--- config.mk ---
export PLATFORM = sky130hd
export DESIGN_NAME = text_cell_glyph_renderer_flat
export DESIGN_NICKNAME = d
export VERILOG_FILES = /design/src/hw/rtl/tcg_pkg.sv /design/src/hw/rtl/tcg_if.sv /design/src/hw/rtl/tcg_cfg.sv /design/src/hw/rtl/tcg_addr_pipe.sv /design/src/hw/rtl/tcg_serializer.sv /design/src/hw/rtl/text_cell_glyph_renderer.sv /design/src/flat_wrapper.sv
export SDC_FILE = /design/constraint.sdc
export NUM_CORES = 1
export LEC_CHECK = 0
export BUFFER_PORTS_ARGS = -buffer_cell sky130_fd_sc_hd__buf_2
export CAP_MARGIN = 30
export CORE_MARGIN = 2
export CORE_UTILIZATION = 35
export DETAILED_ROUTE_END_ITERATION = 7
export PLACE_DENSITY_LB_ADDON = 0.15
export SETUP_SLACK_MARGIN = 0.4
export SLEW_MARGIN = 15
export SYNTH_ARGS = -nofsm -noshare
export SYNTH_HDL_FRONTEND = slang
export SYNTH_SLANG_ARGS = --single-unit
--- constraint.sdc ---
create_clock -name clk -period 8.58 [get_ports clk]
set_clock_uncertainty 0.15 [all_clocks]
set_input_delay 1.716 -clock clk [delete_from_list [all_inputs] [get_ports clk]]
set_output_delay 1.716 -clock clk [all_outputs]
set_load 0.01 [all_outputs]
--- src/hw/rtl/tcg_pkg.sv ---
// ----------------------------------------------------------------------------
// tcg_pkg
// Shared constants, types and the palette for the text cell glyph renderer.
// ----------------------------------------------------------------------------
package tcg_pkg;

	localparam int TEXT_COLUMNS = 80;
	localparam int TEXT_ROWS    = 25;
	localparam int GLYPH_WIDTH  = 8;
	localparam int GLYPH_HEIGHT = 16;

	localparam int GRID_W = TEXT_COLUMNS * GLYPH_WIDTH;
	localparam int GRID_H = TEXT_ROWS * GLYPH_HEIGHT;

	localparam int COL_W     = 7;
	localparam int ROW_W     = 5;
	localparam int LINE_W    = 4;
	localparam int BITS_W    = GLYPH_WIDTH;
	localparam int ATTR_W    = 8;
	localparam int ADDR_W    = 32;
	localparam int PITCH_W   = 16;
	localparam int DIM_W     = 13;
	localparam int PB_W      = 3;
	localparam int COLOR_W   = 24;
	localparam int CFG_IDX_W = 3;
	localparam int CNT_W     = $clog2(GLYPH_WIDTH);

	// pixel coordinates: origin up to half the screen plus the largest cell offset
	localparam int XW      = DIM_W + 1;
	localparam int YW      = DIM_W + 1;
	localparam int PROD_W  = YW + PITCH_W;
	localparam int XOFF_W  = XW + 2;

	localparam logic [PITCH_W-1:0] PITCH_RST  = PITCH_W'(2560);
	localparam logic [DIM_W-1:0]   WIDTH_RST  = DIM_W'(640);
	localparam logic [DIM_W-1:0]   HEIGHT_RST = DIM_W'(400);
	localparam logic [PB_W-1:0]    PB_24BPP   = PB_W'(3);

	typedef enum logic [CFG_IDX_W-1:0] {
		REG_BASE      = 3'd0,
		REG_PITCH     = 3'd1,
		REG_WIDTH     = 3'd2,
		REG_HEIGHT    = 3'd3,
		REG_PIX_BYTES = 3'd4
	} cfg_reg_t;

	typedef struct packed {
		logic [ADDR_W-1:0]  base;
		logic [PITCH_W-1:0] pitch;
		logic [DIM_W-1:0]   width;
		logic [DIM_W-1:0]   height;
		logic               bpp4;
	} cfg_t;

	typedef struct packed {
		logic [ADDR_W-1:0]  addr;
		logic [XW-1:0]      x;
		logic               in_y;
		logic [BITS_W-1:0]  bits;
		logic [COLOR_W-1:0] fg;
		logic [COLOR_W-1:0] bg;
	} pix_job_t;

	function automatic logic [COLOR_W-1:0] palette(input logic [3:0] idx);
		logic [COLOR_W-1:0] c;
		case (idx)
			4'h0: c = 24'h000000;
			4'h1: c = 24'h0000AA;
			4'h2: c = 24'h00AA00;
			4'h3: c = 24'h00AAAA;
			4'h4: c = 24'hAA0000;
			4'h5: c = 24'hAA00AA;
			4'h6: c = 24'hAA5500;
			4'h7: c = 24'hAAAAAA;
			4'h8: c = 24'h555555;
			4'h9: c = 24'h5555FF;
			4'hA: c = 24'h55FF55;
			4'hB: c = 24'h55FFFF;
			4'hC: c = 24'hFF5555;
			4'hD: c = 24'hFF55FF;
			4'hE: c = 24'hFFFF55;
			default: c = 24'hFFFFFF;
		endcase
		return c;
	endfunction

endpackage

--- src/hw/rtl/tcg_if.sv ---
// ----------------------------------------------------------------------------
// tcg interfaces
// Cell input, pixel output and configuration write channels.
// ----------------------------------------------------------------------------
interface tcg_cell_if import tcg_pkg::*; ();
	logic              valid;
	logic              ready;
	logic [COL_W-1:0]  cell_column;
	logic [ROW_W-1:0]  cell_row;
	logic [LINE_W-1:0] glyph_line;
	logic [BITS_W-1:0] glyph_bits;
	logic [ATTR_W-1:0] attribute;

	modport source (output valid, cell_column, cell_row, glyph_line, glyph_bits, attribute,
		input ready);
	modport sink (input valid, cell_column, cell_row, glyph_line, glyph_bits, attribute,
		output ready);
endinterface

interface tcg_pix_if import tcg_pkg::*; ();
	logic               valid;
	logic               ready;
	logic [ADDR_W-1:0]  byte_address;
	logic [COLOR_W-1:0] pixel_color;
	logic               fourth_byte_zero;
	logic               inside_screen;
	logic               last_pixel;

	modport source (output valid, byte_address, pixel_color, fourth_byte_zero,
		inside_screen, last_pixel, input ready);
	modport sink (input valid, byte_address, pixel_color, fourth_byte_zero,
		inside_screen, last_pixel, output ready);
endinterface

interface tcg_cfg_if import tcg_pkg::*; ();
	logic                 valid;
	logic                 ready;
	logic [CFG_IDX_W-1:0] index;
	logic [ADDR_W-1:0]    data;

	modport source (output valid, index, data, input ready);
	modport sink (input valid, index, data, output ready);
endinterface

--- src/hw/rtl/tcg_cfg.sv ---
// ----------------------------------------------------------------------------
// tcg_cfg
// Configuration register file.
// ----------------------------------------------------------------------------
module tcg_cfg import tcg_pkg::*; (
	input  logic      clk,
	input  logic      arst_n,
	tcg_cfg_if.sink   cfg,
	output cfg_t      regs
);

	cfg_t regs_q;

	assign cfg.ready = 1'b1;
	assign regs = regs_q;

	always_ff @(posedge clk or negedge arst_n) begin
		if (!arst_n) begin
			regs_q.base   <= '0;
			regs_q.pitch  <= PITCH_RST;
			regs_q.width  <= WIDTH_RST;
			regs_q.height <= HEIGHT_RST;
			regs_q.bpp4   <= 1'b1;
		end else if (cfg.valid) begin
			case (cfg_reg_t'(cfg.index))
				REG_BASE:      regs_q.base   <= cfg.data;
				REG_PITCH:     regs_q.pitch  <= cfg.data[PITCH_W-1:0];
				REG_WIDTH:     regs_q.width  <= cfg.data[DIM_W-1:0];
				REG_HEIGHT:    regs_q.height <= cfg.data[DIM_W-1:0];
				REG_PIX_BYTES: regs_q.bpp4   <= (cfg.data[PB_W-1:0] != PB_24BPP);
				default: begin
				end
			endcase
		end
	end

endmodule

--- src/hw/rtl/tcg_addr_pipe.sv ---
// ----------------------------------------------------------------------------
// tcg_addr_pipe
// Three-stage address pipeline: coordinates and palette, row multiply,
// line start address.
// ----------------------------------------------------------------------------
module tcg_addr_pipe import tcg_pkg::*; (
	input  logic     clk,
	input  logic     arst_n,
	input  cfg_t     regs,
	tcg_cell_if.sink cell_in,
	output logic     job_valid,
	output pix_job_t job,
	input  logic     job_take
);

	logic en1, en2, en3;

	logic [DIM_W-1:0] ox, oy;
	logic [XW-1:0]    x0;
	logic [YW-1:0]    y;

	logic               v_s1;
	logic [XW-1:0]      x0_s1;
	logic [YW-1:0]      y_s1;
	logic [BITS_W-1:0]  bits_s1;
	logic [COLOR_W-1:0] fg_s1, bg_s1;

	logic               v_s2;
	logic [PROD_W-1:0]  prod_s2;
	logic [XOFF_W-1:0]  xoff_s2;
	logic [XW-1:0]      x0_s2;
	logic               iny_s2;
	logic [BITS_W-1:0]  bits_s2;
	logic [COLOR_W-1:0] fg_s2, bg_s2;

	logic               v_s3;
	pix_job_t           job_s3;

	assign en3 = !v_s3 || job_take;
	assign en2 = !v_s2 || en3;
	assign en1 = !v_s1 || en2;
	assign cell_in.ready = en1;

	// grid is centred when the screen is larger than it
	assign ox = (regs.width > DIM_W'(GRID_W)) ? (regs.width - DIM_W'(GRID_W)) >> 1 : '0;
	assign oy = (regs.height > DIM_W'(GRID_H)) ? (regs.height - DIM_W'(GRID_H)) >> 1 : '0;
	assign x0 = XW'(ox) + XW'(cell_in.cell_column) * XW'(GLYPH_WIDTH);
	assign y  = YW'(oy) + YW'(cell_in.cell_row) * YW'(GLYPH_HEIGHT) + YW'(cell_in.glyph_line);

	always_ff @(posedge clk or negedge arst_n) begin
		if (!arst_n) begin
			v_s1 <= 1'b0;
			v_s2 <= 1'b0;
			v_s3 <= 1'b0;
		end else begin
			if (en1) v_s1 <= cell_in.valid;
			if (en2) v_s2 <= v_s1;
			if (en3) v_s3 <= v_s2;
		end
	end

	always_ff @(posedge clk) begin
		if (en1) begin
			x0_s1   <= x0;
			y_s1    <= y;
			bits_s1 <= cell_in.glyph_bits;
			fg_s1   <= palette(cell_in.attribute[3:0]);
			bg_s1   <= palette(cell_in.attribute[7:4]);
		end
		if (en2) begin
			prod_s2 <= PROD_W'(y_s1) * PROD_W'(regs.pitch);
			xoff_s2 <= regs.bpp4 ? {x0_s1, 2'b00}
			                     : XOFF_W'({x0_s1, 1'b0}) + XOFF_W'(x0_s1);
			iny_s2  <= (y_s1 < YW'(regs.height));
			x0_s2   <= x0_s1;
			bits_s2 <= bits_s1;
			fg_s2   <= fg_s1;
			bg_s2   <= bg_s1;
		end
		if (en3) begin
			job_s3.addr <= regs.base + ADDR_W'(prod_s2) + ADDR_W'(xoff_s2);
			job_s3.x    <= x0_s2;
			job_s3.in_y <= iny_s2;
			job_s3.bits <= bits_s2;
			job_s3.fg   <= fg_s2;
			job_s3.bg   <= bg_s2;
		end
	end

	assign job_valid = v_s3;
	assign job       = job_s3;

endmodule

--- src/hw/rtl/tcg_serializer.sv ---
// ----------------------------------------------------------------------------
// tcg_serializer
// Output register that walks one glyph line out as eight pixel beats.
// ----------------------------------------------------------------------------
module tcg_serializer import tcg_pkg::*; (
	input  logic       clk,
	input  logic       arst_n,
	input  cfg_t       regs,
	input  logic       job_valid,
	input  pix_job_t   job,
	output logic       job_take,
	tcg_pix_if.source  pix_out
);

	localparam logic [CNT_W-1:0] LAST_CNT = CNT_W'(GLYPH_WIDTH - 1);

	logic               valid_q;
	logic [CNT_W-1:0]   cnt_q;
	logic [ADDR_W-1:0]  addr_q;
	logic [XW-1:0]      x_q;
	logic               iny_q;
	logic [BITS_W-1:0]  bits_q;
	logic [COLOR_W-1:0] fg_q, bg_q;

	logic              fire, last;
	logic [ADDR_W-1:0] step;

	assign last     = (cnt_q == LAST_CNT);
	assign fire     = valid_q && pix_out.ready;
	assign job_take = !valid_q || (pix_out.ready && last);
	assign step     = regs.bpp4 ? ADDR_W'(4) : ADDR_W'(3);

	always_ff @(posedge clk or negedge arst_n) begin
		if (!arst_n) begin
			valid_q <= 1'b0;
			cnt_q   <= '0;
		end else if (job_take) begin
			valid_q <= job_valid;
			cnt_q   <= '0;
		end else if (fire) begin
			cnt_q <= cnt_q + CNT_W'(1);
		end
	end

	always_ff @(posedge clk) begin
		if (job_take) begin
			addr_q <= job.addr;
			x_q    <= job.x;
			iny_q  <= job.in_y;
			bits_q <= job.bits;
			fg_q   <= job.fg;
			bg_q   <= job.bg;
		end else if (fire) begin
			addr_q <= addr_q + step;
			x_q    <= x_q + XW'(1);
			bits_q <= bits_q << 1;
		end
	end

	assign pix_out.valid            = valid_q;
	assign pix_out.byte_address     = addr_q;
	assign pix_out.pixel_color      = bits_q[BITS_W-1] ? fg_q : bg_q;
	assign pix_out.fourth_byte_zero = regs.bpp4;
	assign pix_out.inside_screen    = iny_q && (x_q < XW'(regs.width));
	assign pix_out.last_pixel       = last;

	a_cnt_advance: assert property (@(posedge clk) disable iff (!arst_n)
		fire && !last |=> valid_q && cnt_q == $past(cnt_q) + CNT_W'(1))
		else $error("pixel counter did not advance");

	a_addr_advance: assert property (@(posedge clk) disable iff (!arst_n)
		fire && !last |=> addr_q == $past(addr_q) + $past(step))
		else $error("pixel address did not step by pixel size");

	a_drain_empty: assert property (@(posedge clk) disable iff (!arst_n)
		fire && last && !job_valid |=> !valid_q)
		else $error("output beat repeated after last pixel");

endmodule

--- src/hw/rtl/text_cell_glyph_renderer.sv ---
// ----------------------------------------------------------------------------
// text_cell_glyph_renderer
// Turns one glyph line of a text cell into eight framebuffer pixel writes.
// ----------------------------------------------------------------------------
// Each accepted cell beat yields eight pixel beats, left to right, and the output
// port takes one pixel beat per cycle while pix_out.ready is high, so the output
// port sets the cell beat rate. A cell beat passes three register stages
// (coordinates and palette, row multiply, line address) and the output register
// before its first pixel beat is presented; the stages keep taking cell beats
// while earlier pixels drain. Registers: 0 frame base, 1 row pitch, 2 screen
// width, 3 screen height, 4 bytes per pixel (3, else 4).
module text_cell_glyph_renderer import tcg_pkg::*; (
	input  logic      clk,
	input  logic      arst_n,
	tcg_cfg_if.sink   cfg,
	tcg_cell_if.sink  cell_in,
	tcg_pix_if.source pix_out
);

	cfg_t     regs;
	logic     job_valid;
	logic     job_take;
	pix_job_t job;

	tcg_cfg u_cfg (
		.clk    (clk),
		.arst_n (arst_n),
		.cfg    (cfg),
		.regs   (regs)
	);

	tcg_addr_pipe u_addr_pipe (
		.clk       (clk),
		.arst_n    (arst_n),
		.regs      (regs),
		.cell_in   (cell_in),
		.job_valid (job_valid),
		.job       (job),
		.job_take  (job_take)
	);

	tcg_serializer u_serializer (
		.clk       (clk),
		.arst_n    (arst_n),
		.regs      (regs),
		.job_valid (job_valid),
		.job       (job),
		.job_take  (job_take),
		.pix_out   (pix_out)
	);

endmodule

--- src/flat_wrapper.sv ---
// flat-port wrapper written by rule: the top's interface ports become plain ports
module text_cell_glyph_renderer_flat import tcg_pkg::*;
  (clk, arst_n, cfg_valid, cfg_index, cfg_data, cfg_ready, cell_in_valid, cell_in_cell_column, cell_in_cell_row, cell_in_glyph_line, cell_in_glyph_bits, cell_in_attribute, cell_in_ready, pix_out_valid, pix_out_byte_address, pix_out_pixel_color, pix_out_fourth_byte_zero, pix_out_inside_screen, pix_out_last_pixel, pix_out_ready);
  tcg_cfg_if cfg_i ();
  tcg_cell_if cell_in_i ();
  tcg_pix_if pix_out_i ();
  input  logic clk;
  input  logic arst_n;
  input wire logic [$bits(cfg_i.valid)-1:0] cfg_valid;
  input wire logic [$bits(cfg_i.index)-1:0] cfg_index;
  input wire logic [$bits(cfg_i.data)-1:0] cfg_data;
  output wire logic [$bits(cfg_i.ready)-1:0] cfg_ready;
  input wire logic [$bits(cell_in_i.valid)-1:0] cell_in_valid;
  input wire logic [$bits(cell_in_i.cell_column)-1:0] cell_in_cell_column;
  input wire logic [$bits(cell_in_i.cell_row)-1:0] cell_in_cell_row;
  input wire logic [$bits(cell_in_i.glyph_line)-1:0] cell_in_glyph_line;
  input wire logic [$bits(cell_in_i.glyph_bits)-1:0] cell_in_glyph_bits;
  input wire logic [$bits(cell_in_i.attribute)-1:0] cell_in_attribute;
  output wire logic [$bits(cell_in_i.ready)-1:0] cell_in_ready;
  output wire logic [$bits(pix_out_i.valid)-1:0] pix_out_valid;
  output wire logic [$bits(pix_out_i.byte_address)-1:0] pix_out_byte_address;
  output wire logic [$bits(pix_out_i.pixel_color)-1:0] pix_out_pixel_color;
  output wire logic [$bits(pix_out_i.fourth_byte_zero)-1:0] pix_out_fourth_byte_zero;
  output wire logic [$bits(pix_out_i.inside_screen)-1:0] pix_out_inside_screen;
  output wire logic [$bits(pix_out_i.last_pixel)-1:0] pix_out_last_pixel;
  input wire logic [$bits(pix_out_i.ready)-1:0] pix_out_ready;
  assign cfg_i.valid = cfg_valid;
  assign cfg_i.index = cfg_index;
  assign cfg_i.data = cfg_data;
  assign cfg_ready = cfg_i.ready;
  assign cell_in_i.valid = cell_in_valid;
  assign cell_in_i.cell_column = cell_in_cell_column;
  assign cell_in_i.cell_row = cell_in_cell_row;
  assign cell_in_i.glyph_line = cell_in_glyph_line;
  assign cell_in_i.glyph_bits = cell_in_glyph_bits;
  assign cell_in_i.attribute = cell_in_attribute;
  assign cell_in_ready = cell_in_i.ready;
  assign pix_out_valid = pix_out_i.valid;
  assign pix_out_byte_address = pix_out_i.byte_address;
  assign pix_out_pixel_color = pix_out_i.pixel_color;
  assign pix_out_fourth_byte_zero = pix_out_i.fourth_byte_zero;
  assign pix_out_inside_screen = pix_out_i.inside_screen;
  assign pix_out_last_pixel = pix_out_i.last_pixel;
  assign pix_out_i.ready = pix_out_ready;
  text_cell_glyph_renderer u_core (.clk(clk), .arst_n(arst_n), .cfg(cfg_i), .cell_in(cell_in_i), .pix_out(pix_out_i));
endmodule
=== Word-level counts from Yosys, hierarchy flattened ===
Memory sizes are Yosys's and may differ from the RTL's. A register that Yosys moved wholly into a read port is not among the register bits.
Index checks and enable logic that the tools add are counted.

* Add/sub/neg operators: 11
* $mul: 1
* $lt $le $gt $ge: 4
* Equal/unequal tests: 6
* Multiplexer cells: 13
* Reductions and logical operators: 18

{| class="wikitable"
|+ Operators with widths
! operator !! number
|-
| $mux W32 || 2
|-
| $add A32 B16 Y32 || 1
|-
| $add A32 B3 Y32 || 1
|-
| $add A32 B30 Y32 || 1
|-
| $mul A14 B16 Y30 || 1
|-
| $lt A14 B13 Y1 || 2
|-
| $mux W14 || 2
|-
| $mux W12 || 2
|-
| $mux W24 || 1
|-
| $add A15 B14 Y16 || 1
|-
| $mux W16 || 1
|-
| $mux W8 || 2
|-
| $add A13 B4 Y14 || 1
|-
| $add A14 B1 Y14 const B || 1
|-
| $add A12 B10 Y13 || 1
|-
| $add A12 B9 Y13 || 1
|-
| $gt A13 B10 Y1 const B || 1
|-
| $gt A13 B9 Y1 const B || 1
|-
| $sub A13 B10 Y13 const B || 1
|-
| $sub A13 B9 Y13 const B || 1
|-
| $reduce_and A2 Y1 || 5
|-
| $mux W3 || 3
|-
| $eq A3 B2 Y1 const B || 2
|-
| $eq A3 B3 Y1 const B || 2
|-
| 8 further kinds || 16
|}

* Register bits: 441
* Bits in read-only memories: 768
* Bits of input ports: 72
* Output and inout bits: 62
* Word-level logic and storage cells: 88
* Memories kept: 2

{| class="wikitable"
|+ Memory list
! memory !! depth !! width !! rd ports !! clocked after Yosys merged registers in !! write ports !! line !! RTL
|-
| (name not given) || 16 || 24 || 1 || 1 || 0 || tcg_pkg.sv:66 || <nowiki>case (idx)</nowiki>
|-
| (name not given) || 16 || 24 || 1 || 1 || 0 || tcg_pkg.sv:66 ||
|}

=== Logic depth before layout (Yosys ltp) ===
Gate-level depths: netlist of run 1.

* Word-level depth: 6
* Gate-level depth with buffers: 22
* Depth with buffers taken out: 21

=== Hierarchy ===
Synthesis of run 1 repeated with hierarchy kept, for this count alone.

* Cells, all modules: 2,277
* Area, all modules: 25,808.5 um2

{| class="wikitable"
|+ By module, submodules not included
! module !! instances !! cells each !! area an instance (um2) !! seq. area each (um2)
|-
| tcg_addr_pipe || 1 || 1,638 || 17,410.4 || 5,630.4
|-
| tcg_serializer || 1 || 474 || 5,520.3 || 3,193.1
|-
| tcg_cfg || 1 || 165 || 2,877.8 || 1,886.8
|}

=== Worst setup path before layout of run 1 ===
No wires, ideal clock.

* Kind: register to register
* From: register u_core.u_cfg.regs_q, in the netlist u_core.u_cfg.regs[36]
* To: register u_core.u_addr_pipe.prod_s2[26] (data pin)
* Setup time: 0.272 ns
* Arrival: 5.719 ns
* Required time: 8.158 ns
* Setup slack: 2.439 ns
* Stages on the path, launching flop included: 21
* Path buffers: 1
* Period minus slack after synthesis: 6.141 ns
* Cells stage by stage: dfstp_2 -> clkbuf_1 -> nand2_1 -> fa_1 -> fa_1 -> inv_1 -> fa_1 -> fa_1 -> fa_1 -> inv_1 -> fa_1 -> inv_1 -> ha_1 -> a21oi_1 -> o21ai_0 -> a221oi_2 -> o21ai_2 -> a31oi_4 -> nor2_1 -> a2111oi_0 -> a21oi_1

* Word-level cells in the longest chain between the ends: 1

{| class="wikitable"
|+ Ends and longest elaborated chain
! item !! line !! RTL
|-
| start, declared || tcg_cfg.sv:12 || <nowiki>cfg_t regs_q;</nowiki>
|-
| $mul A14 B16 Y30 || tcg_addr_pipe.sv:71 || <nowiki>prod_s2 <= PROD_W'(y_s1) * PROD_W'(regs.pitch);</nowiki>
|-
| end signal, assigned || tcg_addr_pipe.sv:71 ||
|-
| end, declared || tcg_addr_pipe.sv:29 || <nowiki>logic [PROD_W-1:0] prod_s2;</nowiki>
|}

Every way passes these cells.
A chain may end at the register's enable or synchronous reset.

=== Worst setup path after layout of run 1 ===
* From: register u_core.u_addr_pipe.y_s1[4]
* To: register u_core.u_addr_pipe.prod_s2[26] (data pin)

* Word-level cells in the longest chain between the ends: 1

{| class="wikitable"
|+ Ends and longest elaborated chain
! item !! line !! RTL
|-
| start, declared || tcg_addr_pipe.sv:24 || <nowiki>logic [YW-1:0] y_s1;</nowiki>
|-
| start signal, assigned || tcg_addr_pipe.sv:65 || <nowiki>y_s1 <= y;</nowiki>
|-
| $mul A14 B16 Y30 || tcg_addr_pipe.sv:71 ||
|}

Every way passes these cells.

==> summary.txt, run 1 <==
Synth
  • Compound-gate portion of the synthesized area: 8.59%
  • Commonest register cell after synthesis: edfxtp_1
  • Synthesized net count: roughly 2600
  • Most common cell in the netlist: edfxtp_1
  • Synth Area in XOR/XNOR: 4.50%
  • Simple-gate area share of the yosys netlist: approximately an eighth
  • Top cells by area, synth: edfxtp_1, fa_1, ha_1
  • Post-synth design cell area: 23700 um^2
  • Syn Inst Count: 2137
  • Cell taking the most area after synthesis: edfxtp_1
  • #FFs+latches synth: 332
  • Post-synthesis mux area share: 3.13%
  • Main combinational cell family by area after synthesis: adder cells
  • Adder-Cell Fraction of Synth Area: roughly a quarter
  • Yosys warns: 0
  • Async SR Flop Fraction: 24.7%
  • Yosys top cell area share: about a third
  • EDFF count, synth: 250
  • Synth unique cells: between 70 and 80
  • Synth cell count leaders: edfxtp_1, nand2_1, inv_1
  • Average size of a mapped cell: about 11 um^2
  • Register area share after synthesis: 40.3%

Timing
  • Period utilisation layout: 78.7%
  • Slew margin rel.: 39.8%
  • Final setup fails: 0
  • Final hold vios: 0
  • Fin crit period: between 6 and 7 ns
  • Max-slew violations: 0
  • Fmax: about 150 MHz
  • Setup TNS: 0 ns
  • Worst-margin pin slew: 0.894 ns
  • Unrepaired setup endpoints after global routing: false

Cells and area
  • Antenna diodes: 0
  • Nets@finish: roughly 2700
  • Fill cell count: approximately 6600
  • Layout area overhead: 11.7%
  • Fin util: 39.5%
  • Final instance area: 26500 um^2
  • Share of layout cells above drive strength 1: around 14%

Critical path
  • Crit-path max FO: 17
  • R2R Path End: u_core.u_addr_pipe.prod_s2[26]$_DFFE_PP_
  • Critical path endpoint: u_core.u_addr_pipe.prod_s2[26]$_DFFE_PP_
  • Crit path arrival time: 6.88 ns
  • CP required: 8.71 ns
  • Reg2reg setup slack: between 1.5 and 2 ns
  • Crit end category: flop
  • Setup crit start kind: flop
  • Reg2reg start: u_core.u_addr_pipe.y_s1[4]$_DFFE_PP_
  • Crit Path Category: reg2reg
  • Cells on worst reg2reg path: 20
  • Crit. Startpoint: u_core.u_addr_pipe.y_s1[4]$_DFFE_PP_

Global routing
  • Pin count of the biggest net entering global routing: 90
  • Met2 Use GR: 26.4%
  • Total GRT Usage: 16.0%
  • Gr ovfl total: 0
  • GR peak layer: met2
  • First-pass GRT wire length: 88300 um
  • Initial antenna violation count: 2
  • Met1 usage: 21.8%
  • GR Layer Usage met3: under 10%
  • Number of global-route vias before repair: 16000

Die
  • Initial Util: 35.3%
  • Chip Height: between 200 and 300 um
  • Row count: 95
  • Die width: around 260 um
  • Core area: 67200 um^2
  • I/O pins: 134
  • Full die area: 69900 um^2

Placement
  • Post-DP Area: between 20000 and 30000 um^2
  • PortBufs: 132
  • Detail Placement HPWL: approximately 42000 um
  • RePlAce Congestion: 0.834

Routing
  • Routed WL per cell: 17.6 um
  • Drt pass-1 iters: 5
  • Vias: about 15000
  • DRC errors left: 0
  • WL final: around 56000 um
  • Via density: around 5
  • DR iter-0 viols: about 810
  • Post-route ant nets: 0

Min path
  • Worst hold path class: reg2reg

Clock tree
  • CTS tree: yes
  • Root Driver: clkbuf_16
  • Clock Tree Buf Depth: 3
  • Hold Buf Count CTS: 0
  • Clock-pin slew on the worst setup and hold paths: 0.06 ns
  • Total CTS buffers: 39
  • Post-CTS sizing: 0
  • Post-CTS Setup Bufs: 0
  • H-tree Lvls: 2
  • Skew-Pair Late Insertion Delay: 0.58 ns
  • TritonCTS Sinks: 332

Flow run
  • Max Cap Viol: 0

Status
  • Status: finished, final reports clean
==> how the worst min path moves through the flow <==
stage                                                          start                                 endpoint  slack, ns  cells past startpoint
after floorplan           u_core.u_addr_pipe.bg_s1[14]$_SDFFCE_PP1P_   u_core.u_addr_pipe.bg_s2[14]$_DFFE_PP_       0.25                      0
after global placement        u_core.u_addr_pipe.fg_s2[14]$_DFFE_PP_     u_core.u_addr_pipe.job[38]$_DFFE_PP_       0.25                      0
after detailed placement     u_core.u_addr_pipe.bits_s1[6]$_DFFE_PP_  u_core.u_addr_pipe.bits_s2[6]$_DFFE_PP_       0.25                      0
after CTS                    u_core.u_addr_pipe.bits_s1[6]$_DFFE_PP_  u_core.u_addr_pipe.bits_s2[6]$_DFFE_PP_       0.27                      0
after global routing            u_core.u_addr_pipe.job[46]$_DFFE_PP_   u_core.u_serializer.fg_q[22]$_DFFE_PP_       0.27                      0
final                           u_core.u_addr_pipe.job[39]$_DFFE_PP_   u_core.u_serializer.fg_q[15]$_DFFE_PP_       0.27                      0
==> registers in the layout, summed over array words and instances, names as in the netlist, 3 cells and up <==
register	flops
u_core.u_addr_pipe.job	64
u_core.u_cfg.regs	75
u_core.u_addr_pipe.bits_s2	8
u_core.u_addr_pipe.fg_s2	5
u_core.u_addr_pipe.xoff_s2	15
u_core.u_addr_pipe.y_s1	13
u_core.u_addr_pipe.bits_s1	8
u_core.u_addr_pipe.prod_s2	30
u_core.u_serializer.x_q	14
u_core.u_serializer.cnt_q	3
u_core.u_addr_pipe.x0_s1	13
u_core.u_serializer.bg_q	5
u_core.u_addr_pipe.fg_s1	5
u_core.u_addr_pipe.bg_s1	5
u_core.u_serializer.pix_out.byte_address	32
u_core.u_serializer.bits_q	8
u_core.u_addr_pipe.bg_s2	5
u_core.u_serializer.fg_q	5
u_core.u_addr_pipe.x0_s2	13
==> layout make-up <==
cell class,instances,area (um^2),share of cell area (%)
Clock buffer,52,1050,3.98
Sequential cell,332,9570,36.1
Clock inverter,19,208,0.784
Multi-Input combinational cell,1489,12900,48.7
Timing Repair Buffer,145,781,2.95
Tap cell,873,1090,4.12
Inverter,237,890,3.36
==> cells by family after synthesis <==
| group | Yosys count |
|---|---|
| AO/OA/AOI/OAI | 316 |
| adder cells (fa/ha/maj) | 385 |
| multiplexers | 66 |
| AND/OR/NAND/NOR | 599 |
| other | 1 |
| XOR/XNOR | 122 |
| flip-flops | 332 |
| buffers and inverters | 316 |
==> per-layer routing <==
layer / vias up / share of wire [%]
met1: 7584 / 46
met3: 77 / 3.3
li1: 7448 / -
met4: 0 / 2.9
met2: 248 / 47
met5: - / 0
==> cells in the final DEF (no fill, tap or decap), drive strengths merged, types with 78 or more instances in the layout <==
cell and instances:
edfxtp 250, nand2 249, inv 242, ha 213, fa 172, buf 145, and2 114, o21ai 108
xnor2 80, nor2 78
==> stage by stage <==
stage	hold slack (ns)	worst slack [ns]	instances
6_report	0.267	1.82	3147
5_1_grt	0.274	1.40	3147
4_1_cts	0.269	1.80	3146
3_5_place_dp	0.255	1.85	3075
3_3_place_gp	0.251	2.00	3075
2_1_floorplan	0.250	2.44	2137
==> worst max-delay path, cell delays in order, from the launching register on <==
cell,delay [ns]
edfxtp_1,0.66
and2_1,0.27
fa_1,0.53
inv_1,0.06
fa_1,0.53
inv_1,0.05
fa_1,0.53
fa_1,0.46
fa_1,0.55
inv_1,0.06
fa_1,0.53
inv_1,0.04
ha_1,0.36
a21oi_1,0.19
nand2_1,0.09
o31ai_2,0.41
o21ai_2,0.18
a31oi_4,0.28
nor2_1,0.07
a2111oi_0,0.38
a21oi_1,0.07
Power of run 1 is left out: the tool's default activity adds up to more than one toggle a clock period on the data nets, which glitch-free logic cannot reach.
==> run 2: changes to the inputs <==
==> constraint.sdc (replaced) <==
create_clock -name clk -period 6.25 [get_ports clk]
set_clock_uncertainty 0.15 [all_clocks]
set_input_delay 1.25 -clock clk [delete_from_list [all_inputs] [get_ports clk]]
set_output_delay 1.25 -clock clk [all_outputs]
set_load 0.01 [all_outputs]
==> run 2 against run 1 <==
Effect of this change:
- first-iteration DRC count is 0.62% higher
- wire length increased by 0.77%
- count of clock-buffer cells in the layout shrank 6
- register-to-register slack worse by 1.6 ns
- via count is 1.5% higher
- final cell count grew 2.7%
- highest routed layer unchanged
==> summary.txt, run 2 (synthesis results as in run 1) <==
Timing
  • Period utilisation layout: 96.5% (was 78.7%)
  • Fmax: 166 MHz (was 148 MHz)
  • Final hold vios: 0 (unchanged)
  • Setup TNS: 0 ns (unchanged)
  • Unrepaired setup endpoints after global routing: true (was false)
  • Max-slew violations: 0 (unchanged)
  • Slew margin rel.: 31.4% (was 39.8%)
  • Final setup fails: 0 (unchanged)
  • Fin crit period: 6.03 ns (was 6.76 ns)
  • Worst-margin pin slew: 1.02 ns (was 0.894 ns)

Cells and area
  • Leading cell type in the layout, fill and taps excluded: edfxtp_1 (unchanged)
  • Sequential Area: 9570 um^2 (about the same)
  • Commonest non-fill, non-tap cells in the layout: edfxtp_1, nand2_1, inv_1 (unchanged)
  • Multi-input logic area: 13200 um^2 (was 12900 um^2)
  • Layout area overhead: 16.5% (was 11.7%)
  • Nets@finish: 2785 (was 2701)
  • Share of layout cells above drive strength 1: 19.2% (was 13.7%)
  • Fin cells: 3232 (was 3147)
  • Max reg flops: 75 (unchanged)
  • Fill cell count: 6439 (was 6578)
  • Antenna diodes: 0 (unchanged)

Die
  • Die width: 264 um (unchanged)
  • Chip Height: 264 um (unchanged)
  • Row count: 95 (unchanged)
  • Core area: 67200 um^2 (unchanged)
  • Initial Util: 35.3% (unchanged)
  • I/O pins: 134 (unchanged)
  • Full die area: 69900 um^2 (unchanged)

Global routing
  • Gr ovfl total: 0 (unchanged)
  • Number of global-route vias before repair: 16300 (was 16000)
  • First-pass GRT wire length: 89500 um (was 88300 um)
  • Pin count of the biggest net entering global routing: 58 (was 90)
  • Initial antenna violation count: 0 (was 2)
  • Total GRT Usage: 16.1% (was 16.0%)

Clock tree
  • Clock Tree Buf Depth: 3 (unchanged)
  • Skew-Pair Late Insertion Delay: 0.58 ns (about the same)
  • Clock-pin slew on the worst setup and hold paths: 0.06 ns (about the same)
  • Hold Buf Count CTS: 0 (unchanged)
  • Root Driver: clkbuf_16 (unchanged)
  • CTS tree: yes (unchanged)
  • H-tree Lvls: 2 (unchanged)
  • Total CTS buffers: 40 (was 39)
  • TritonCTS Sinks: 332 (unchanged)

Placement
  • Detail Placement HPWL: 43300 um (was 42300 um)
  • Placed Cells: 3121 (was 3075)
  • PortBufs: 132 (unchanged)
  • RePlAce Congestion: 0.868 (was 0.834)

Critical path
  • Crit-path max FO: 7 (was 17)
  • Crit end category: flop (unchanged)
  • CP required: 6.51 ns (was 8.71 ns)
  • Crit path arrival time: 6.29 ns (was 6.88 ns)
  • Crit Path Category: reg2reg (unchanged)
  • Setup crit start kind: flop (unchanged)

Status
  • Status: finished, final reports clean (unchanged)

Routing
  • WL final: 55900 um (was 55500 um)
  • Drt pass-1 iters: 5 (unchanged)
  • DRC errors left: 0 (unchanged)
  • DR iter-0 viols: 813 (was 808)
  • Vias: 15600 (was 15400)
  • Routed WL per cell: 17.3 um (was 17.6 um)
  • Post-route ant nets: 0 (unchanged)
  • Via density: 4.82 (was 4.88)

Min path
  • Worst hold path class: reg2reg (unchanged)

Flow run
  • Max Cap Viol: 0 (unchanged)
run 2: stage by stage:
| stage | hold slack [ns] | setup slack (ns) | area [um^2] | util (%) |
|---|---|---|---|---|
| 3_3_place_gp | 0.251 | 0.0892 | 25600 | 38.2 |
| 6_report | 0.260 | 0.221 | 27600 | 41.2 |
| 4_1_cts | 0.266 | 0.240 | 27500 | 40.9 |
| 5_1_grt | 0.266 | 0.0155 | 27600 | 41.2 |
| 2_1_floorplan | 0.250 | 0.390 | 23800 | - |
| 3_5_place_dp | 0.255 | 0.0319 | 25700 | 38.3 |
run 2: cell type report:
cell class              count  share of cell area (%)
inverters                 237                    3.22
flip-flops and latches    332                    34.6
well taps                 873                    3.95
repair buffers            228                    5.47
clock inverters            27                    1.32
clock buffers              46                    3.70
multi-input cells        1489                    47.7
run 2: path summary, 6_finish.rpt:
kind | end | slack, ns | depth (start not counted) | from
min in group asynchronous | u_core.u_cfg.regs[63]$_DFFE_PN0P_ | 0.58 | 1 | arst_n
max in group asynchronous | u_core.u_cfg.regs[38]$_DFFE_PN1P_ | 4.29 | 2 | arst_n
max reg2reg | u_core.u_addr_pipe.prod_s2[28]$_DFFE_PP_ | 0.22 | 20 | u_core.u_addr_pipe.y_s1[4]$_DFFE_PP_
min reg2reg | u_core.u_addr_pipe.job[51]$_DFFE_PP_ | 0.26 | 0 | u_core.u_addr_pipe.bits_s2[3]$_DFFE_PP_
min | u_core.u_addr_pipe.job[51]$_DFFE_PP_ | 0.26 | 0 | u_core.u_addr_pipe.bits_s2[3]$_DFFE_PP_
max | u_core.u_addr_pipe.prod_s2[28]$_DFFE_PP_ | 0.22 | 20 | u_core.u_addr_pipe.y_s1[4]$_DFFE_PP_
run 2: per-layer routing:
layer	share of wire (%)	track usage [%]
met5	0	0
met4	1.8	3.70
met3	2.6	1.99
met2	50	28.0
met1	46	21.5
run 2: worst max-delay path, stage by stage, from the launching register on:
cell      delay, ns
edfxtp_1       0.42
buf_6          0.16
buf_4          0.13
and2_1         0.15
fa_1           0.54
inv_1          0.06
fa_1           0.54
inv_1          0.06
fa_1           0.46
fa_1           0.40
fa_1           0.54
ha_1           0.33
ha_2           0.35
a21o_1         0.20
a21o_2         0.21
a221oi_2       0.24
o21ai_2        0.13
a31oi_4        0.24
o21ai_2        0.08
or4_1          0.40
nand3_1        0.08
run 2: timing repair:
| item | 4_1_cts | 5_1_grt |
|---|---|---|
| pin swaps | 55 | 16 |
| endpoints found under the setup margin | 12 | 15 |
| endpoints found under the hold margin | 0 | 0 |
| setup buffers | 29 | 8 |
| resized for setup | 46 | 21 |
Power of run 2 is left out for the same reason.
==> run 3: changes to the inputs <==
--- a/config.mk
+++ b/config.mk
@@ -8,7 +8,7 @@
 export BUFFER_PORTS_ARGS = -buffer_cell sky130_fd_sc_hd__buf_2
 export CAP_MARGIN = 30
 export CORE_MARGIN = 2
-export CORE_UTILIZATION = 35
+export CORE_UTILIZATION = 55
 export DETAILED_ROUTE_END_ITERATION = 7
 export PLACE_DENSITY_LB_ADDON = 0.15
 export SETUP_SLACK_MARGIN = 0.4
==> run 3 against run 2 <==
Effect of this change:
- register-to-register slack improved by 0.08 ns
- first-iteration DRC count up 23%
- sequential share of layout area up 0.73 points
- via count increased by 1.6%
- flip-flop and latch count unchanged
- setup slack better by 0.077 ns
- largest cell class unchanged
==> summary.txt, run 3 (synthesis results as in run 1) <==
Min path
  • Hold Path Origin: u_core.u_addr_pipe.x0_s2[2]$_DFFE_PP_ (was u_core.u_addr_pipe.bits_s2[3]$_DFFE_PP_)
  • Hold Crit Endpoint: u_core.u_addr_pipe.job[59]$_DFFE_PP_ (was u_core.u_addr_pipe.job[51]$_DFFE_PP_)
  • Hold path depth: 0 (unchanged)
  • Worst hold path class: reg2reg (unchanged)

Timing
  • Period utilisation layout: 95.2% (was 96.5%)
  • Max-slew violations: 0 (unchanged)
  • Worst-margin pin slew: 0.960 ns (was 1.02 ns)
  • Setup TNS: 0 ns (unchanged)
  • Final hold vios: 0 (unchanged)
  • Slew margin rel.: 35.4% (was 31.4%)
  • Final setup fails: 0 (unchanged)
  • Unrepaired setup endpoints after global routing: true (unchanged)
  • Fin crit period: 5.95 ns (was 6.03 ns)
  • Hold WS: 0.260 ns (about the same)
  • Fmax: 168 MHz (was 166 MHz)

Critical path
  • Slowest stage delay, CP: 0.54 ns (about the same)
  • CP max-delay cell: fa_1 (unchanged)
  • R2R Path End: u_core.u_addr_pipe.prod_s2[27]$_DFFE_PP_ (was u_core.u_addr_pipe.prod_s2[28]$_DFFE_PP_)
  • Crit path arrival time: 6.10 ns (was 6.29 ns)
  • Crit Path Category: reg2reg (unchanged)
  • CP Cell Sequence: buf_6 > and2_4 > fa_1 > inv_1 > fa_1 > inv_1 > fa_1 > fa_2 > fa_1 > inv_1 > fa_1 > inv_2 > ha_4 > o21a_1 > o2111ai_1 > nand2_1 > a21oi_2 > a211oi_2 > a211oi_2 > o21ai_1 > xnor2_1 (was buf_6 > buf_4 > and2_1 > fa_1 > inv_1 > fa_1 > inv_1 > fa_1 > fa_1 > fa_1 > ha_1 > ha_2 > a21o_1 > a21o_2 > a221oi_2 > o21ai_2 > a31oi_4 > o21ai_2 > or4_1 > nand3_1)
  • Reg2reg setup slack: 0.30 ns (was 0.22 ns)
  • Setup crit start kind: flop (unchanged)
  • Reg2reg start: u_core.u_addr_pipe.y_s1[4]$_DFFE_PP_ (unchanged)
  • CP required: 6.40 ns (was 6.51 ns)
  • Cells on worst reg2reg path: 21 (was 20)
  • Crit end category: flop (unchanged)
  • Crit-path max FO: 6 (was 7)
  • Most used cell, CP: fa_1 (unchanged)

Routing
  • DR iter-0 viols: 1004 (was 813)
  • DRC errors left: 0 (unchanged)
  • Drt pass-1 iters: 5 (unchanged)
  • WL final: 52300 um (was 55900 um)
  • Via density: 5.44 (was 4.82)
  • Routed WL per cell: 18.0 um (was 17.3 um)
  • Post-route ant nets: 0 (unchanged)
  • Vias: 15800 (was 15600)

Clock tree
  • Clock Tree Buf Depth: 3 (unchanged)
  • Total CTS buffers: 37 (was 40)
  • Clock-pin slew on the worst setup and hold paths: 0.06 ns (about the same)
  • Skew-Pair Late Insertion Delay: 0.55 ns (was 0.58 ns)
  • TritonCTS Sinks: 332 (unchanged)
  • H-tree Lvls: 2 (unchanged)
  • Root Driver: clkbuf_16 (unchanged)
  • CTS tree: yes (unchanged)

Cells and area
  • Leading cell type in the layout, fill and taps excluded: edfxtp_1 (unchanged)
  • Commonest non-fill, non-tap cells in the layout: edfxtp_1, nand2_1, inv_1 (unchanged)
  • Nets@finish: 2790 (was 2785)
  • Max reg flops: 75 (unchanged)
  • Fill cell count: 3401 (was 6439)
  • Layout area overhead: 14.2% (was 16.5%)
  • Share of layout cells above drive strength 1: 19.7% (was 19.2%)

Die
  • Full die area: 44800 um^2 (was 69900 um^2)
  • Row count: 76 (was 95)
  • Initial Util: 55.4% (was 35.3%)
  • Core area: 42800 um^2 (was 67200 um^2)
  • Chip Height: 212 um (was 264 um)
  • I/O pins: 134 (unchanged)
  • Die width: 212 um (was 264 um)

Global routing
  • Initial antenna violation count: 0 (unchanged)
  • First-pass GRT wire length: 83600 um (was 89500 um)
  • Total GRT Usage: 23.8% (was 16.1%)
  • Number of global-route vias before repair: 16000 (was 16300)
  • Gr ovfl total: 0 (unchanged)
  • Pin count of the biggest net entering global routing: 62 (was 58)

Placement
  • PortBufs: 132 (unchanged)
  • RePlAce Congestion: 0.892 (was 0.868)
  • Detail Placement HPWL: 39600 um (was 43300 um)

Flow run
  • Max Cap Viol: 0 (unchanged)

Status
  • Status: finished, final reports clean (unchanged)
==> run 3: cell type report <==
class | instances | area [um^2] | share of cell area, %
multi-input cells | 1489 | 13200 | 48.7
flip-flops and latches | 332 | 9580 | 35.4
repair buffers | 236 | 1490 | 5.49
clock buffers | 48 | 988 | 3.65
inverters | 237 | 890 | 3.28
well taps | 546 | 683 | 2.52
clock inverters | 20 | 260 | 0.961
diodes | 1 | 2.50 | 0.00924
==> run 3: worst max-delay path, delay by kind of cell (launching register included) <==
kind	cells	cell delay [ns]
adder cells (fa/ha/maj)	7	3.34
AO/OA/AOI/OAI	6	1.02
flip-flops	1	0.44
buffers and inverters	5	0.36
AND/OR/NAND/NOR	2	0.23
XOR/XNOR	1	0.14
==> run 3: metal layers <==
layer	part of all wire, %	global-route usage (%)	vias up
met5	0	0	-
met4	3.5	8.98	0
met3	4.7	3.04	91
met2	48	39.7	385
met1	44	32.0	7729
li1	-	-	7620
==> run 3: per-stage QoR <==
stage	instance area (um^2)	worst slack [ns]	instances	util, %
global route	27100	0.0815	2908	63.3
floorplan	23800	0.390	2137	-
CTS	26900	0.332	2897	62.8
global placement	25200	0.193	2790	58.9
detailed placement	25200	0.0857	2791	58.9
finish	27100	0.298	2909	63.3
==> run 3: how the worst max path moves through the flow <==
stage,startpoint,to,slack (ns),depth (start not counted)
after floorplan,u_core.u_addr_pipe.y_s1[4]$_DFFE_PP_,u_core.u_addr_pipe.prod_s2[26]$_DFFE_PP_,0.39,21
after global placement,u_core.u_addr_pipe.y_s1[6]$_DFFE_PP_,u_core.u_addr_pipe.prod_s2[27]$_DFFE_PP_,0.19,19
after detailed placement,u_core.u_cfg.regs[33]$_DFFE_PN0P_,u_core.u_addr_pipe.prod_s2[27]$_DFFE_PP_,0.09,20
after CTS,u_core.u_addr_pipe.y_s1[3]$_DFFE_PP_,u_core.u_addr_pipe.prod_s2[28]$_DFFE_PP_,0.33,21
after global routing,u_core.u_addr_pipe.y_s1[3]$_DFFE_PP_,u_core.u_addr_pipe.prod_s2[24]$_DFFE_PP_,0.08,22
final,u_core.u_addr_pipe.y_s1[4]$_DFFE_PP_,u_core.u_addr_pipe.prod_s2[27]$_DFFE_PP_,0.30,21
==> run 3: what timing repair did <==
action | CTS | global route
hold buffers | 0 | 0
gates resized for setup | 44 | 34
pin swaps | 43 | 30
setup buffers | 38 | 10
gates cloned | 0 | 0
endpoints found under the setup margin | 8 | 10
Power of run 3 is left out for the same reason.
